--- src/rtl/core/assert_macros.svh ---
// Shared assertion macros; expect clk and arst_n in scope.
`ifndef ASSERT_MACROS_SVH
`define ASSERT_MACROS_SVH

`define MVCB_ASSERT_IMP(lbl, ante, cons) \
	lbl: assert property (@(posedge clk) disable iff (!arst_n) (ante) |-> (cons)) \
	else $error("mvcb assertion failed");

`define MVCB_ASSERT_NXT(lbl, ante, cons) \
	lbl: assert property (@(posedge clk) disable iff (!arst_n) (ante) |=> (cons)) \
	else $error("mvcb assertion failed");

`endif

--- src/rtl/core/mvcb_pkg.sv ---
package mvcb_pkg;
	localparam int ACC_W = 64;
	localparam int VOL_W = 48;
	localparam int DIV_BITS = $clog2(ACC_W);

	localparam logic [1:0] OP_VERTEX   = 2'd0;
	localparam logic [1:0] OP_TRIANGLE = 2'd1;
	localparam logic [1:0] OP_FINISH   = 2'd2;

	typedef struct packed {
		logic       vtx_upd;
		logic       tri_load;
		logic       cross_en;
		logic       dot_en;
		logic       wsum_en;
		logic       div_load;
		logic       div_step;
		logic       div_store;
		logic       emit;
		logic       ovf;
		logic [1:0] step;
	} cmd_t;

	typedef struct packed {
		logic vs_zero;
	} stat_t;
endpackage

--- src/rtl/core/mvcb_ctrl.sv ---
module mvcb_ctrl #(
	parameter int MAX_TRIANGLES = 1024
) (
	input  logic            clk,
	input  logic            arst_n,
	input  logic            in_valid,
	output logic            in_stall,
	input  logic [1:0]      opcode,
	output logic            out_valid,
	input  logic            out_stall,
	input  mvcb_pkg::stat_t stat,
	output mvcb_pkg::cmd_t  cmd
);
	import mvcb_pkg::*;

	localparam int TCW = $clog2(MAX_TRIANGLES + 1);
	localparam logic [TCW-1:0] TMAX = TCW'(MAX_TRIANGLES);

	localparam logic [2:0] ST_IDLE   = 3'd0;
	localparam logic [2:0] ST_CROSS  = 3'd1;
	localparam logic [2:0] ST_DOT    = 3'd2;
	localparam logic [2:0] ST_WSUM   = 3'd3;
	localparam logic [2:0] ST_DLOAD  = 3'd4;
	localparam logic [2:0] ST_DSTEP  = 3'd5;
	localparam logic [2:0] ST_DSTORE = 3'd6;
	localparam logic [2:0] ST_EMIT   = 3'd7;

	logic [2:0] state_q;
	logic [1:0] step_q;
	logic [DIV_BITS-1:0] bit_q;
	logic [TCW-1:0] tcnt_q;
	logic ovf_q;
	logic ovalid_q;
	logic accept, tri_ok, emit_ok;

	assign accept = in_valid && (state_q == ST_IDLE);
	assign tri_ok = (tcnt_q < TMAX);
	assign emit_ok = !ovalid_q || !out_stall;
	assign in_stall = (state_q != ST_IDLE);
	assign out_valid = ovalid_q;

	always_comb begin
		cmd = '0;
		cmd.step = step_q;
		cmd.ovf = ovf_q;
		cmd.vtx_upd = accept && (opcode == OP_VERTEX);
		cmd.tri_load = accept && (opcode == OP_TRIANGLE) && tri_ok;
		cmd.cross_en = (state_q == ST_CROSS);
		cmd.dot_en = (state_q == ST_DOT);
		cmd.wsum_en = (state_q == ST_WSUM);
		cmd.div_load = (state_q == ST_DLOAD);
		cmd.div_step = (state_q == ST_DSTEP);
		cmd.div_store = (state_q == ST_DSTORE);
		cmd.emit = (state_q == ST_EMIT) && emit_ok;
	end

	always_ff @(posedge clk or negedge arst_n) begin
		if (!arst_n) begin
			state_q <= ST_IDLE;
			step_q <= '0;
			bit_q <= '0;
			tcnt_q <= '0;
			ovf_q <= 1'b0;
			ovalid_q <= 1'b0;
		end else begin
			ovalid_q <= (ovalid_q && out_stall) || cmd.emit;
			case (state_q)
				ST_IDLE: begin
					step_q <= '0;
					if (accept && opcode == OP_TRIANGLE) begin
						if (tri_ok) begin
							tcnt_q <= tcnt_q + TCW'(1);
							state_q <= ST_CROSS;
						end else begin
							ovf_q <= 1'b1;
						end
					end else if (accept && opcode == OP_FINISH) begin
						state_q <= stat.vs_zero ? ST_EMIT : ST_DLOAD;
					end
				end
				ST_CROSS, ST_DOT, ST_WSUM: begin
					step_q <= (step_q == 2'd2) ? 2'd0 : step_q + 2'd1;
					if (step_q == 2'd2)
						state_q <= (state_q == ST_WSUM) ? ST_IDLE : state_q + 3'd1;
				end
				ST_DLOAD: begin
					bit_q <= '0;
					state_q <= ST_DSTEP;
				end
				ST_DSTEP: begin
					bit_q <= bit_q + DIV_BITS'(1);
					if (bit_q == DIV_BITS'(ACC_W - 1))
						state_q <= ST_DSTORE;
				end
				ST_DSTORE: begin
					step_q <= (step_q == 2'd2) ? 2'd0 : step_q + 2'd1;
					state_q <= (step_q == 2'd2) ? ST_EMIT : ST_DLOAD;
				end
				ST_EMIT: begin
					if (emit_ok) begin
						tcnt_q <= '0;
						ovf_q <= 1'b0;
						step_q <= '0;
						state_q <= ST_IDLE;
					end
				end
				default: state_q <= ST_IDLE;
			endcase
		end
	end

	`include "assert_macros.svh"

	`MVCB_ASSERT_IMP(a_emit_free, cmd.emit, !ovalid_q || !out_stall)
	`MVCB_ASSERT_IMP(a_tcnt_bound, 1'b1, tcnt_q <= TMAX)
	`MVCB_ASSERT_NXT(a_finish_busy, accept && opcode == OP_FINISH, ovalid_q || in_stall)
endmodule

--- config.mk ---
export PLATFORM = sky130hd
export DESIGN_NAME = mvcb_ctrl
export DESIGN_NICKNAME = d
export VERILOG_FILES = /design/src/rtl/core/mvcb_pkg.sv /design/src/rtl/core/mvcb_ctrl.sv
export VERILOG_INCLUDE_DIRS = /design/src /design/src/rtl/core
export SDC_FILE = /design/constraint.sdc
export NUM_CORES = 1
export LEC_CHECK = 0
export ABC_AREA = 1
export BUFFER_PORTS_ARGS = -buffer_cell sky130_fd_sc_hd__buf_2
export CORE_UTILIZATION = 57
export CTS_CLUSTER_SIZE = 25
export DETAILED_ROUTE_END_ITERATION = 7
export HOLD_SLACK_MARGIN = 0.05
export PLACE_DENSITY = 0.79
export SLEW_MARGIN = 15
export SYNTH_ARGS = -nofsm -noshare
export SYNTH_HDL_FRONTEND = slang
export SYNTH_SLANG_ARGS = --single-unit
--- constraint.sdc ---
create_clock -name clk -period 2.2 [get_ports clk]
set_input_delay 0.22 -clock clk [delete_from_list [all_inputs] [get_ports clk]]
set_output_delay 0.22 -clock clk [all_outputs]
set_load 0.005 [all_outputs]
* Word level (Yosys, flattened, before mapping)
Cells that the tools add are included.
** Word-level totals
- Register bits :: 24
- Output and inout bits :: 14
- Logic and storage cells :: 75
** Operators by class
- Add/sub/neg operators :: 4
- Magnitude comparators :: 1
- Equal/unequal tests :: 19
- Multiplexer cells :: 22
- Reductions and logical operators :: 23
** Operator list (count)
- $mux W11 :: 3
- $pmux W11 S2 :: 1
- $mux W3 :: 7
- $pmux W3 S6 :: 1
- $eq A3 B3 Y1 const B :: 4
- $pmux W6 S2 :: 1
- $add A11 B1 Y11 const B :: 1
- $lt A11 B11 Y1 const B :: 1
- $mux W2 :: 4
- $ne A2 B2 Y1 const B :: 4
- $reduce_and A4 Y1 :: 2
- $logic_and A1 B1 Y1 :: 7
- $add A6 B1 Y6 const B :: 1
- $eq A3 B2 Y1 const B :: 2
- $eq A6 B6 Y1 const B :: 1
- $pmux W2 S3 :: 1
- $reduce_bool A3 Y1 :: 2
- $reduce_and A5 Y1 :: 1
- $eq A2 B2 Y1 const B :: 2
- $ne A2 B1 Y1 const B :: 2
- $reduce_bool A2 Y1 :: 2
- $reduce_or A4 Y1 :: 1
- $add A3 B1 Y3 const B :: 1
- $eq A3 B1 Y1 const B :: 1
- other kinds (12) :: 16

* Longest topological paths before layout
- Depth in word-level cells :: 6
- Depth in mapped cells :: 10
- Depth with buffers taken out :: 10

* Worst setup path after synthesis
Ideal clock, no wire load.
- Path kind :: register to register
- From :: register state_q[0]
- To :: register tcnt_q[7]
- Setup time :: 118 ps
- Data arrival time :: 1489 ps
- Data required time :: 2082 ps
- Setup slack :: 593 ps
- Cell stages (with the launch flop) :: 11
- Period minus slack after synthesis :: 1607 ps
- Cell sequence :: dfrtp_1 -> inv_1 -> ha_1 -> nand3_4 -> nor2_4 -> nor2_4 -> nor2_8 -> inv_4 -> buf_8 -> nand2_1 -> o21ai_2
** Between the ends
- Longest elaborated chain between the ends :: 5
- Elaborated cells on any way between the ends :: 10
** Ends and longest elaborated chain
- start: declaration :: line mvcb_ctrl.sv:28 : logic [2:0] state_q;
- start signal: assignment :: line mvcb_ctrl.sv:78 : state_q <= stat.vs_zero ? ST_EMIT : ST_DLOAD;
- start signal: assignment :: line mvcb_ctrl.sv:84 : state_q <= (state_q == ST_WSUM) ? ST_IDLE : state_q + 3'd1;
- start signal: assignment :: line mvcb_ctrl.sv:97 : state_q <= (step_q == 2'd2) ? ST_EMIT : ST_DLOAD;
- $logic_not A3 Y1 :: line mvcb_ctrl.sv:36, mvcb_ctrl.sv:67
- $logic_and A1 B1 Y1 :: line mvcb_ctrl.sv:36 : assign accept = in_valid && (state_q == ST_IDLE);
- $logic_and A1 B1 Y1 :: line mvcb_ctrl.sv:70 : if (accept && opcode == OP_TRIANGLE) begin
- $ne A2 B1 Y1 (no source line)
- $reduce_and A4 Y1 (no source line)
- end signal: assignment :: line mvcb_ctrl.sv:72 : tcnt_q <= tcnt_q + TCW'(1);
- end: declaration :: line mvcb_ctrl.sv:31 : logic [TCW-1:0] tcnt_q;
Several ways; a longest one is shown, not always the timed one.
A chain may end at the register's enable or synchronous reset.

==> impl_metrics.toml <==
[clocking]
cts_setup_buffers = 0
htree_num_levels = 1
cts_made_buffers = 3
postCtsHoldBufs = 1
cts_tree = "built"
clock-root-buffer = "clkbuf_4"
clk_pin_slew_ns = 0.13
cts_resized = 0
clock_path_buffers = 2
clock_sinks = 24
clock_latency_ns = 0.30

[layout]
final_common_cell = "nand2_1"
final_cell_mix = "nand2_1 (66), inv_1 (35), dfrtp_1 (24)"
final_area_sq_mm = 0.00181
diodes = 0
areaGrowthSynthToFinish_pct = 9.89
nets = 264
layout-drive-gt1-share = 0.160

[place]
port_buffers = 20
placed_area_sq_mm = 0.00176
hpwlAfterDp_microns = 2450
globalplace.congestion = 0.902
place_ws_ns = 0.466

[route]
antenna_left = 0
drt_iter0_drc = 39
wl_per_cell_microns = 11.1
via_per_inst = 5.19
drt-total-wl_microns = 3130
vias = 1457
firstDrtPassIters = 4
drc_errors = 0

[worst_hold_path]
holdCritPathClass = "in -> reg"

[critical_path]
timing.critical_path.from_type = "flip-flop"
r2r_end = "state_q[2]"
critPathBufInv = 3
criticalPathCategory = "reg -> out"
critPathMaxFanout = 6
critPathArrivalTime_ns = 1.82
worst-path-stages = 7
crit_path_end = "cmd[10]"
path_cells = "inv_1 > ha_1 > nand3_4 > nor2_4 > nand2_1 > inv_1 > buf_2"
cp-end-kind = "output pin"
crit_family = "flip-flops"
critical-path-max-stage-delay_ns = 0.44
critPathLaunch = "state_q[0]"
crit_slowest_cell = "dfrtp_1"
path_common_cell = "inv_1"
crit_required_ns = 1.98
rr_worst_depth = 10
r2r_start = "state_q[0]"
r2r_slack_ns = 0.45

[sta]
rsz0062_at_grt = "no"
fin_setup_tns_ns = 0
holdWs_ns = 0.138
fmax_mhz = 490
finalClockSkew_ns = 0.00577
fin_crit_ns = 2.04
period_share = 0.928
max_slew.worst_pin.slew_ns = 0.541
slew_viol_final = 0
setup_viol = 0
slew-limit-headroom = 0.639
worst_slack_ns = 0.159
final-hold-violation-count = 0

[global_route]
grt-ovfl-total = 0
grt_util_all_layers = 0.218
grt_max_degree = 25
grt_pass1_vias = 1294
antenna_found_initial = 0
grt_pass1_wl_microns = 5490

[floorplanning]
dieHeight_microns = 55.7
start_util = 0.602
core_area_sq_mm = 0.00273
die_x_microns = 55.7
ios = 21
rows = 19
dieArea_sq_mm = 0.00311

[power]
p_sw_frac = 0.469
internal-power_mw = 1.05
seq_power_share = 0.346
powerDensity_mw_per_mm2 = 1090
p_leak_nw = 1.01
switchingPower_mw = 0.926
power.share.combinational = 0.537
power.total_mw = 1.98
peakVddDrop_mv = 0.915
clkPwrFrac = 0.116

[logic_synthesis]
syn_area_sq_mm = 0.00165
yosysWarnings = 0
synth_area_per_cell_sq_um = 7.25
seq_area_frac_synth = 0.365
ys_types = 31
syn_nets = 240
netlist_instances = 227
ys_seq_elements = 24

[flow_run]
cap_violations = 0

[outcome]
status = "completed"
worst min path at each step:
stage | endpoint | cells past startpoint | from
after global placement | bit_q[1] | 1 | arst_n
after global routing | out_valid | 3 | out_stall
after CTS | out_valid | 3 | out_stall
after floorplan | bit_q[0] | 0 | arst_n
final | out_valid | 3 | out_stall
after detailed placement | bit_q[1] | 1 | arst_n
cells in the mapped netlist:
cell      count  area share
ha_1          6       0.046
o21bai_1      2      0.0091
clkinv_4      1      0.0053
o21ai_4       1      0.0099
a21oi_1       7       0.021
o21ai_2       3       0.016
nand3b_1      1      0.0046
a22oi_1       1      0.0046
dfrtp_1      24        0.37
nand3_1      16       0.049
buf_8         1      0.0091
o21ai_1       2      0.0061
nor3_1        2      0.0061
o21ai_0      11       0.033
o31ai_1       2      0.0091
o22ai_1       2      0.0076
nand2_2       3       0.011
inv_4         2      0.0076
nor2_4        2       0.014
buf_4         1      0.0046
nor2_1       23       0.052
nand2_1      66        0.15
o211ai_1      1      0.0046
inv_1        35       0.080
nand2_4       2       0.014
nand4_1       3       0.011
xnor2_1       1      0.0053
nor2_8        1       0.012
xor2_1        3       0.016
a21o_1        1      0.0046
nand3_4       1       0.011
power groups by stage:
stage | clock network (mW) | registers [mW] | logic [mW]
3_3_place_gp | 0 | 0.690 | 1.04
3_5_place_dp | 0 | 0.693 | 1.06
4_1_cts | 0.235 | 0.684 | 1.07
5_1_grt | 0.252 | 0.706 | 1.21
6_report | 0.230 | 0.684 | 1.06
2_1_floorplan | 0 | 0.673 | 0.814
logic make-up after synthesis:
| kind of cell | Yosys count | synth area share |
|---|---|---|
| AOI/OAI and AO/OA | 33 | 0.126 |
| xor gates and xnor gates | 4 | 0.0213 |
| adders and majority gates | 6 | 0.0456 |
| buffers and inverters | 40 | 0.106 |
| DFF | 24 | 0.365 |
| and+or+nand+nor | 120 | 0.335 |
stage by stage:
step	instances	utilization
6_report	281	0.661
5_1_grt	281	0.661
4_1_cts	281	0.661
3_5_place_dp	276	0.644
3_3_place_gp	276	0.644
2_1_floorplan	227	-
tightest hold or removal path: stages:
cell,delay [ns]
buf_2,0.07
nand2_1,0.06
nand2_1,0.06
final cells by class:
| class | count | area [sq um] |
|---|---|---|
| Sequential cell | 24 | 601 |
| Multi-Input combinational cell | 163 | 870 |
| Inverter | 38 | 153 |
| Tap cell | 31 | 38.8 |
| Fill cell | 251 | 926 |
| Timing Repair Buffer | 21 | 110 |
| Clock buffer | 4 | 36.3 |
state kept, by name, indices dropped and copies added (netlist names):
name / count
state_q: 3
bit_q: 6
out_valid: 1
tcnt_q: 11
ovf_q: 1
step_q: 2
routing by layer:
metal	vias up	GRT usage	share of wire	routed length [microns]
li1	763	-	-	-
met1	657	0.294	0.47	1460
met2	33	0.373	0.48	1490
met3	4	0.0256	0.046	143
met4	0	0.0536	0.0099	31
met5	-	0	0	0
(Power assumes the default switching activity.)
